$ cat src/design/seccal_pkg.sv
// Types, constants and helper functions for the calendar alarm converter.
// Depends on nothing; used by the top level and its checker.
`timescale 1ns / 1ps

package seccal_pkg;

    // Field types of one transaction.
    typedef logic [31:0] t_secs;
    typedef logic [6:0]  t_minute_bcd;
    typedef logic [5:0]  t_hour_bcd;
    typedef logic [5:0]  t_day_bcd;
    typedef logic [3:0]  t_month;
    typedef logic [7:0]  t_year;

    // Calendar constants.
    localparam int unsigned SECS_PER_DAY   = 60 * 60 * 24;
    localparam int unsigned SECS_PER_HOUR  = 3600;
    localparam int unsigned DAYS_PER_CYCLE = 366 + 365 + 365 + 365;
    localparam int unsigned DAYS_LEAP      = 366;
    localparam int unsigned DAYS_COMMON    = 365;
    localparam int unsigned MONTH_FIRST    = 1;
    localparam int unsigned MONTH_LAST     = 12;

    // Reciprocals for the constant divisions. The day division runs on
    // seconds shifted right by 7 (86400 = 128 * 675) and may come out one low.
    localparam int unsigned DAY_SHIFT     = 7;
    localparam int unsigned DAY_DIV       = SECS_PER_DAY >> DAY_SHIFT;
    localparam int unsigned DAY_RECIP_K   = 34;
    localparam longint unsigned DAY_RECIP = (64'd1 << DAY_RECIP_K) / DAY_DIV;
    localparam int unsigned HOUR_RECIP_K  = 27;
    localparam int unsigned HOUR_RECIP    = ((1 << HOUR_RECIP_K) + SECS_PER_HOUR - 1)
                                            / SECS_PER_HOUR;
    localparam int unsigned CYC_RECIP_K   = 26;
    localparam int unsigned CYC_RECIP     = ((1 << CYC_RECIP_K) + DAYS_PER_CYCLE - 1)
                                            / DAYS_PER_CYCLE;
    localparam int unsigned MIN_RECIP_K   = 18;
    localparam int unsigned MIN_RECIP     = ((1 << MIN_RECIP_K) + 60 - 1) / 60;

    // First day of each month, counted from 0, for common and leap years.
    localparam logic [8:0] MONTH_START_COMMON [0:12] = '{
        9'd0, 9'd31, 9'd59, 9'd90, 9'd120, 9'd151, 9'd181,
        9'd212, 9'd243, 9'd273, 9'd304, 9'd334, 9'd365
    };
    localparam logic [8:0] MONTH_START_LEAP [0:12] = '{
        9'd0, 9'd31, 9'd60, 9'd91, 9'd121, 9'd152, 9'd182,
        9'd213, 9'd244, 9'd274, 9'd305, 9'd335, 9'd366
    };

    // Month start lookup for either kind of year.
    function automatic logic [8:0] month_start(input logic leap, input logic [3:0] idx);
        logic [8:0] v;
        v = leap ? MONTH_START_LEAP[idx] : MONTH_START_COMMON[idx];
        return v;
    endfunction

    // Two-digit packed BCD of a value below 100; tens come from v * 205 >> 11.
    function automatic logic [7:0] to_bcd(input logic [6:0] v);
        logic [14:0] prod;
        logic [3:0]  tens;
        logic [6:0]  ones;
        prod = 15'(v) * 15'd205;
        tens = prod[14:11];
        ones = v - 7'(tens) * 7'd10;
        return {tens, ones[3:0]};
    endfunction

endpackage

$ cat src/design/seconds_to_calendar_alarm_top.sv
// Top level of the calendar alarm converter: seconds since 2000 to alarm fields.
// Depends on seccal_pkg for field types, reciprocal constants and month tables.
// A transaction taken at an edge passes through the input register, five arithmetic
// stages and the result register; o_done is set as its result is registered. Throughput: one
// transaction per cycle; busy stays low.
// Reset (synchronous, active low) clears the stage valid bits and o_done.
`timescale 1ns / 1ps

module seconds_to_calendar_alarm_top (
    input  logic                      i_clk,
    input  logic                      i_rst_n,
    input  logic                      start,
    output logic                      busy,
    input  seccal_pkg::t_secs         i_seconds_since_2000,
    output logic                      o_done,
    output seccal_pkg::t_minute_bcd   o_minute_bcd,
    output seccal_pkg::t_hour_bcd     o_hour_bcd,
    output seccal_pkg::t_day_bcd      o_day_bcd,
    output seccal_pkg::t_month        o_month_number,
    output seccal_pkg::t_year         o_year_offset
);
    import seccal_pkg::*;

    // Stage valid bits: input register and five work stages.
    logic [5:0]  r_vld;

    // Stage 0: input register.
    t_secs       r_secs0;

    // Stage 1: day quotient estimate.
    t_secs       r_secs1;
    logic [15:0] r_q1;

    // Stage 2: exact day count and second of day.
    logic [15:0] r_days2;
    logic [16:0] r_sod2;

    // Stage 3: hour and four-year cycle count.
    logic [15:0] r_days3;
    logic [16:0] r_sod3;
    logic [4:0]  r_hour3;
    logic [5:0]  r_cyc3;

    // Stage 4: second of hour and day of cycle.
    logic [11:0] r_soh4;
    logic [10:0] r_doc4;
    logic [4:0]  r_hour4;
    logic [5:0]  r_cyc4;

    // Stage 5: minute, year and day of year.
    logic [5:0]  r_min5;
    logic [4:0]  r_hour5;
    t_year       r_year5;
    logic [8:0]  r_doy5;
    logic        r_leap5;

    // Combinational values between the stages.
    logic [49:0] n_prod1;
    logic [15:0] n_q1;
    logic [32:0] n_t2_wide;
    logic [17:0] n_t2;
    logic [15:0] n_days2;
    logic [16:0] n_sod2;
    logic [32:0] n_hprod3;
    logic [31:0] n_cprod3;
    logic [16:0] n_soh4_wide;
    logic [16:0] n_doc4_wide;
    logic [24:0] n_mprod5;
    logic [1:0]  n_yic5;
    logic [10:0] n_doy5_wide;
    logic        n_leap5;
    logic [3:0]  n_month6;
    logic [8:0]  n_base6;
    logic [8:0]  n_dom6_wide;
    logic [7:0]  n_min_bcd6;
    logic [7:0]  n_hour_bcd6;
    logic [7:0]  n_day_bcd6;

    // The pipeline never holds off a transaction.
    assign busy = 1'b0;

    // Valid bits and the result strobe.
    always_ff @(posedge i_clk) begin
        if (!i_rst_n) begin
            r_vld  <= '0;
            o_done <= 1'b0;
        end else begin
            r_vld  <= {r_vld[4:0], start & ~busy};
            o_done <= r_vld[5];
        end
    end

    // Stage 1: divide seconds by 86400 with a reciprocal of 675 on secs >> 7.
    always_comb begin
        n_prod1 = 50'(r_secs0[31:DAY_SHIFT]) * 50'(DAY_RECIP);
        n_q1    = n_prod1[49:DAY_RECIP_K];
    end

    // Stage 2: remainder and a single correction of the quotient.
    always_comb begin
        n_t2_wide = {1'b0, r_secs1} - 33'(r_q1) * 33'(SECS_PER_DAY);
        n_t2      = n_t2_wide[17:0];
        if (n_t2 >= 18'(SECS_PER_DAY)) begin
            n_days2 = r_q1 + 16'd1;
            n_sod2  = 17'(n_t2 - 18'(SECS_PER_DAY));
        end else begin
            n_days2 = r_q1;
            n_sod2  = n_t2[16:0];
        end
    end

    // Stage 3: hour of day and count of whole four-year cycles.
    always_comb begin
        n_hprod3 = 33'(r_sod2) * 33'(HOUR_RECIP);
        n_cprod3 = 32'(r_days2) * 32'(CYC_RECIP);
    end

    // Stage 4: leftovers after the hour and the cycle.
    always_comb begin
        n_soh4_wide = r_sod3 - 17'(r_hour3) * 17'(SECS_PER_HOUR);
        n_doc4_wide = 17'(r_days3) - 17'(r_cyc3) * 17'(DAYS_PER_CYCLE);
    end

    // Stage 5: minute of hour, year within the cycle and day of year.
    always_comb begin
        n_mprod5 = 25'(r_soh4) * 25'(MIN_RECIP);
        if (r_doc4 < 11'(DAYS_LEAP)) begin
            n_yic5      = 2'd0;
            n_doy5_wide = r_doc4;
            n_leap5     = 1'b1;
        end else if (r_doc4 < 11'(DAYS_LEAP + DAYS_COMMON)) begin
            n_yic5      = 2'd1;
            n_doy5_wide = r_doc4 - 11'(DAYS_LEAP);
            n_leap5     = 1'b0;
        end else if (r_doc4 < 11'(DAYS_LEAP + 2 * DAYS_COMMON)) begin
            n_yic5      = 2'd2;
            n_doy5_wide = r_doc4 - 11'(DAYS_LEAP + DAYS_COMMON);
            n_leap5     = 1'b0;
        end else begin
            n_yic5      = 2'd3;
            n_doy5_wide = r_doc4 - 11'(DAYS_LEAP + 2 * DAYS_COMMON);
            n_leap5     = 1'b0;
        end
    end

    // Stage 6: month search over the start table, then BCD packing.
    always_comb begin
        n_month6 = 4'(MONTH_LAST);
        n_base6  = month_start(r_leap5, 4'(MONTH_LAST - 1));
        for (int m = MONTH_LAST; m >= MONTH_FIRST; m--) begin
            if (r_doy5 < month_start(r_leap5, 4'(m))) begin
                n_month6 = 4'(m);
                n_base6  = month_start(r_leap5, 4'(m - 1));
            end
        end
        n_dom6_wide = r_doy5 - n_base6 + 9'd1;
        n_min_bcd6  = to_bcd(7'(r_min5));
        n_hour_bcd6 = to_bcd(7'(r_hour5));
        n_day_bcd6  = to_bcd(n_dom6_wide[6:0]);
    end

    // Payload registers along the pipeline.
    always_ff @(posedge i_clk) begin
        r_secs0        <= i_seconds_since_2000;
        r_secs1        <= r_secs0;
        r_q1           <= n_q1;
        r_days2        <= n_days2;
        r_sod2         <= n_sod2;
        r_days3        <= r_days2;
        r_sod3         <= r_sod2;
        r_hour3        <= n_hprod3[31:HOUR_RECIP_K];
        r_cyc3         <= n_cprod3[31:CYC_RECIP_K];
        r_soh4         <= n_soh4_wide[11:0];
        r_doc4         <= n_doc4_wide[10:0];
        r_hour4        <= r_hour3;
        r_cyc4         <= r_cyc3;
        r_min5         <= n_mprod5[23:MIN_RECIP_K];
        r_hour5        <= r_hour4;
        r_year5        <= {r_cyc4, n_yic5};
        r_doy5         <= n_doy5_wide[8:0];
        r_leap5        <= n_leap5;
        o_minute_bcd   <= n_min_bcd6[6:0];
        o_hour_bcd     <= n_hour_bcd6[5:0];
        o_day_bcd      <= n_day_bcd6[5:0];
        o_month_number <= n_month6;
        o_year_offset  <= r_year5;
    end

endmodule

$ cat config.mk
export PLATFORM = sky130hd
export DESIGN_NAME = seconds_to_calendar_alarm_top
export DESIGN_NICKNAME = d
export VERILOG_FILES = /design/src/design/seccal_pkg.sv /design/src/design/seconds_to_calendar_alarm_top.sv
export SDC_FILE = /design/constraint.sdc
export NUM_CORES = 2
export LEC_CHECK = 0
export ABC_AREA = 1
export BUFFER_PORTS_ARGS = -buffer_cell sky130_fd_sc_hd__buf_4
export CELL_PAD_IN_SITES_DETAIL_PLACEMENT = 0
export CELL_PAD_IN_SITES_GLOBAL_PLACEMENT = 1
export CORE_MARGIN = 2
export CORE_UTILIZATION = 50
export DETAILED_ROUTE_END_ITERATION = 12
export GPL_TIMING_DRIVEN = 0
export PLACE_DENSITY_LB_ADDON = 0.1
export SETUP_SLACK_MARGIN = 0.15
export SYNTH_ARGS = -nofsm -noshare
export SYNTH_HDL_FRONTEND = slang
export SYNTH_SLANG_ARGS = --single-unit
$ cat constraint.sdc
create_clock -name i_clk -period 11.2 [get_ports i_clk]
set_clock_uncertainty 0.1 [all_clocks]
set_input_delay 2.24 -clock i_clk [delete_from_list [all_inputs] [get_ports i_clk]]
set_output_delay 2.24 -clock i_clk [all_outputs]
set_load 0.1 [all_outputs]
; After elaboration in Yosys (flattened, before gate mapping)
; Index checks and enable logic that the tools add are counted.
[word_totals]
register_bits = 234
input_bits = 35
word_cells = 112
output_inout_bits = 33
[op_classes]
order_cmp = 15
mux = 39
mul = 13
addsub = 13
n_reduce_logical = 3
[ops]
columns = cell, n
row1 = 7-bit two-way mux, 11
row2 = 25-bit by 24-bit multiplier with 49-bit output (second input constant), 1
row3 = 9-bit by 8-bit < comparator with 1-bit output, 4
row4 = 17-bit by 16-bit multiplier with 32-bit output (second input constant), 1
row5 = 16-bit by 15-bit multiplier with 31-bit output (second input constant), 1
row6 = 9-bit < comparator, 3
row7 = 9-bit two-way mux, 3
row8 = 12-bit by 12-bit multiplier with 23-bit output (second input constant), 1
row9 = 3-bit two-way mux, 7
row10 = 18-bit by 17-bit >= comparator with 1-bit output (second input constant), 1
row11 = 9-bit by 7-bit < comparator with 1-bit output, 2
row12 = 18-bit subtractor, 1
row13 = 17-bit two-way mux, 1
row14 = 17-bit subtractor (second input constant), 1
row15 = 16-bit by 1-bit adder with 16-bit output (second input constant), 1
row16 = 16-bit by 10-bit multiplier with 11-bit output (second input constant), 1
row17 = 16-bit two-way mux, 1
row18 = 4-bit two-way mux, 4
row19 = 7-bit by 8-bit multiplier with 15-bit output (second input constant), 1
row20 = 6-bit by 8-bit multiplier with 14-bit output (second input constant), 1
row21 = 5-bit by 8-bit multiplier with 13-bit output (second input constant), 1
row22 = 12-bit subtractor, 1
row23 = 4-bit subtractor, 3
row24 = 11-bit by 10-bit < comparator with 1-bit output (second input constant), 1
row25 = other kinds (20), 30

; Depth between registers and ports, before layout
[logic_depth]
ltp_word = 18
ltp_mapped = 51
mapped_depth_nobuf = 50

; Worst setup path before layout
; Ideal clock, no wire load.
[synth_timing]
path_kind = register -> register
from = register r_leap5
to = register o_day_bcd[3]
path_buffers = 0
arrival_time_ns = 6.878
period_less_slack_ns = 7.087
path_slack_ns = 4.113
setup_ns = 0.109
required_ns = 10.991
path_stages_with_launch = 45
path_cell_list = dfxtp_1 -> inv_1 -> ha_1 -> nand2_1 -> nor3_1 -> nand3_1 -> o21ai_1 -> nand3_1 -> nand2_1 -> nand2_1 -> a21oi_1 -> ha_1 -> inv_1 -> ha_1 -> inv_1 -> fa_1 -> o21ai_0 -> xnor2_1 -> [... 9 more ...] -> ha_1 -> a21oi_1 -> nor2_1 -> nor2_1 -> nand2_1 -> nand2_1 -> nand2_1 -> xor2_1 -> inv_1 -> fa_1 -> xnor2_1 -> xnor2_1 -> xnor2_1 -> nand3b_1 -> nand2_1 -> nand2_1 -> nand2_1 -> inv_1
[synth_between]
elab_chain_len = 18
word_cells_on_any_way = 36
cone_classes = 3 x add/sub / 2 x mul / 10 x order compare / 21 x mux
[synth_lines]
columns = item, line
row1 = "start, declared", seconds_to_calendar_alarm_top.sv:55  ; logic r_leap5;
row2 = "start signal, assigned", seconds_to_calendar_alarm_top.sv:181  ; r_leap5 <= n_leap5;
row3 = 1-bit two-way mux, seccal_pkg.sv:52  ; v = leap ? MONTH_START_LEAP[idx] : MONTH_START_COMMON[idx];
row4 = 9-bit < comparator, seconds_to_calendar_alarm_top.sv:151  ; if (r_doy5 < month_start(r_leap5, 4'(m))) begin
row5 = 7-bit two-way mux (9 in series), seconds_to_calendar_alarm_top.sv:151
row6 = 7-bit two-way mux * (2 in series), seconds_to_calendar_alarm_top.sv:151
row7 = 7-bit subtractor *, seconds_to_calendar_alarm_top.sv:156  ; n_dom6_wide = r_doy5 - n_base6 + 9'd1;
row8 = 7-bit by 1-bit adder with 7-bit output *, seconds_to_calendar_alarm_top.sv:156
row9 = 7-bit by 8-bit multiplier with 15-bit output *, seccal_pkg.sv:61  ; prod = 15'(v) * 15'd205;
row10 = net n_day_bcd6[5], seconds_to_calendar_alarm_top.sv:77  ; logic [7:0] n_day_bcd6;
row11 = 4-bit by 3-bit multiplier with 3-bit output *, seccal_pkg.sv:63  ; ones = v - 7'(tens) * 7'd10;
row12 = 4-bit subtractor *, seccal_pkg.sv:63
row13 = net n_day_bcd6[3], seconds_to_calendar_alarm_top.sv:77
row14 = "end signal, assigned", seconds_to_calendar_alarm_top.sv:184  ; o_day_bcd <= n_day_bcd6[5:0];
row15 = "end, declared", seconds_to_calendar_alarm_top.sv:18  ; output seccal_pkg::t_day_bcd o_day_bcd,
; Mark *: on every way through the listed nets, which the timed path passes. The rest lies on a longest branch.
; A chain may end at the register's enable or synchronous reset.

; Worst setup path after layout
; Ends and elaborated chain as after synthesis.

==> summary.txt <==
Outcome
  • Run status: finished, final reports clean

Drt
  • Drt initial violations: 996
  • Via/cell ratio: 5.13
  • Pre-Repair DR Iteration Count: 7
  • Wire per inst: 15.5 um
  • DR vias: 23600
  • DRC violation count after routing: 0
  • Total length of routed wires: 71300 um
  • DRT antenna net count: 0

Yosys
  • Post-synthesis async set-or-reset flop share: 0%
  • Seq/Total Area, Yosys: 14.5%
  • Synth Area in Simple Gates: 11.8%
  • Synth Warn #: 0
  • Ys flop type: dfxtp_1
  • Cell Area, Synth: 0.0323 mm2
  • Synth top area share: 31.3%
  • FF+latch count, synth: 234
  • Synth top area cells: ha_1, fa_1, dfxtp_1, inv_1, nand2_1
  • Largest area contributor in the netlist: ha_1
  • Main combinational cell family by area after synthesis: adder cells
  • Distinct cell type count after synthesis: 54
  • Gate count after technology mapping: 3614
  • Mux cell area share after synthesis: 0%
  • Post-Synth XOR/XNOR Area: 3.82%
  • Syn Nets: 4815
  • Avg Inst Size Synth: 8.94 um2
  • Post-synth EDFFs: 0
  • Synth Area in Compound Gates: 6.68%
  • Adder-Cell Fraction of Synth Area: 53.5%

Min path
  • Hold Crit Class: register to register

Place
  • Placed Cells: 4535
  • GP Congestion: 0.908
  • Port Buffer Count: 66
  • Pre-CTS setup slack: 3.15 ns
  • Placed wire-length estimate: 61700 um

Clock network
  • CTS buffer count: 29
  • Latest clock arrival within the worst-skew pair: 0.60 ns
  • Clock H-tree levels: 1
  • CTS tree: yes
  • Clock root cell: clkbuf_16
  • Clock sink total: 234
  • Max clock buf depth: 3
  • Post CTS Setup Buffer Count: 0
  • CTS clk-pin slew, worst paths: 0.06 ns
  • Hold Buf Count CTS: 0
  • Post-CTS resize count: 0

Flow run
  • Max-Cap Viols: 0

Worst setup path
  • CP Data Arrival Time: 8.45 ns
  • Worst Path Required: 11.59 ns
  • Delay-heaviest family, CP: adder cells
  • Startpoint types: register
  • Worst setup EP type: register
  • Slowest-stage cell, CP: dfxtp_1
  • Critical path class: register to register
  • Worst Path Buf+Inv: 10
  • Most used cell, CP: inv_1
  • Worst-path fanout max: 9
  • Crit path largest cell delay: 0.53 ns

Cells and area
  • Area Growth Syn to Fin: 8.01%
  • Fin util: 54.4%
  • Nets: 4912
  • Finished Layout Cells: 4590
  • FILL cells: 6077
  • Share of post-route cells with drive strength above 1: 4.90%
  • Multi-input gate area: 0.0245 mm2
  • Register area: 0.00468 mm2

Timing
  • RSZ-0062 raised after global routing: no
  • Fin. Hold Viols: 0
  • Final setup fails: 0
  • Rel. slew slack: 26.4%
  • Crit path time final: 8.06 ns
  • Max frequency: 124 MHz
  • Worst-Margin Slew: 1.10 ns
  • Max Slew Vio Count: 0
  • TNS Setup: 0 ns
  • Tcrit/Tclk final: 72.0%
  • Final WS setup: 3.14 ns

GRT
  • Vias in the first global route: 24900
  • Total grt overflow: 0
  • First-pass GRT wire length: 122000 um
  • Total GRT Usage: 22.3%
  • Pin count of the biggest net entering global routing: 16
  • Antenna violations before repair: 1

Die
  • I/O pin total: 68
  • Die Ht: 258 um
  • Starting density of the core: 50.4%
  • Placeable Area: 0.0641 mm2
  • Die ar.: 0.0667 mm2
  • Row cnt: 93
  • Chip width: 258 um
==> sequential cells by signal, indices dropped and copies added (netlist names), 7 cells and up <==
| name | flops |
|---|---|
| o_minute_bcd | 7 |
| o_year_offset | 8 |
| r_days2 | 16 |
| r_days3 | 11 |
| r_doc4 | 11 |
| r_doy5 | 9 |
| r_q1 | 16 |
| r_secs0 | 32 |
| r_secs1 | 18 |
| r_sod2 | 17 |
| r_sod3 | 12 |
| r_soh4 | 12 |
| r_year5 | 8 |
==> routing by layer <==
layer	vias to the layer above	GRT usage, %	part of all wire [%]
li1	11800	-	-
met1	11300	29.7	46
met2	314	39.7	49
met3	85	1.77	2.6
met4	0	4.77	2.2
met5	-	0	0
==> per-stage QoR <==
step                      instance area, um2  hold WS (ns)
after floorplan                        32300         0.210
after detailed placement               33900         0.212
final                                  34900         0.224
after global placement                 33900         0.210
after global routing                   34900         0.231
after CTS                              34900         0.224
==> worst reg2reg max path: cells and delay by family, from the launching register on <==
kind,cells,cell delay [ns]
fa+ha+maj,10,3.31
simple gates,15,1.45
compound gates,4,0.94
buf+inv,10,0.84
xor+xnor,5,0.80
flops,1,0.53
==> cell type report <==
class	count	share of cell area [%]
multi-input cells	2560	70.1
flip-flops and latches	234	13.4
inverters	803	8.64
well taps	855	3.07
clock buffers	34	2.19
repair buffers	66	1.42
clock inverters	20	0.735
plain buffers	17	0.366
diodes	1	0.00717
==> worst paths after layout <==
| check | start | endpoint | slack [ns] | cells after the start |
|---|---|---|---|---|
| worst max register to register | r_leap5$_DFF_P_ | o_day_bcd[3]$_DFF_P_ | 3.14 | 44 |
| worst min register to register | r_secs1[6]$_DFF_P_ | r_sod2[6]$_DFF_P_ | 0.22 | 0 |
| worst max-delay path | r_leap5$_DFF_P_ | o_day_bcd[3]$_DFF_P_ | 3.14 | 44 |
| worst min-delay path | r_secs1[6]$_DFF_P_ | r_sod2[6]$_DFF_P_ | 0.22 | 0 |
==> synth_stat cells, types with 3 or more instances <==
cell,instances
a21boi_0,6
a21o_1,11
a21oi_1,188
a31oi_1,15
buf_2,5
buf_4,6
dfxtp_1,234
fa_1,358
ha_1,808
inv_1,799
inv_2,4
nand2_1,448
nand2_2,24
nand2_4,4
nand2_8,3
nand3_1,113
nand3_2,3
nand3b_1,6
nand4_1,36
nor2_1,166
nor3_1,35
nor4_1,16
o2111ai_1,3
o211ai_1,7
o21a_1,10
o21ai_0,114
o21ai_1,4
o21bai_1,14
o31ai_1,7
or2_2,4
xnor2_1,41
xor2_1,93
==> kinds of logic after synthesis <==
kind of cell / Yosys count
AO/OA/AOI/OAI: 389
XOR/XNOR: 137
adder cells (fa/ha/maj): 1166
buffers and inverters: 820
flip-flops: 234
other: 1
AND/OR/NAND/NOR: 867
==> layout by cell type (no fill, tap or decap), drive strengths merged, types with 2 or more instances in the layout <==
cell type / n
ha: 808
a21boi: 6
buf: 79
xnor2: 41
and3: 2
clkinv: 8
inv: 809
clkinvlp: 3
o2111ai: 3
bufinv: 3
nand3: 117
a31oi: 16
nand2: 479
o21bai: 15
fa: 358
a21oi: 188
nor4: 16
nand3b: 6
dfxtp: 234
xor2: 96
nor2: 167
nand4: 37
o21a: 10
o31ai: 7
o221ai: 2
o21ai: 118
clkbuf: 38
or2: 5
a21o: 11
nor3: 35
a211oi: 2
o211ai: 7
Power is left out: the tool's default activity adds up to more than one toggle a clock period on the data nets, which glitch-free logic cannot reach.
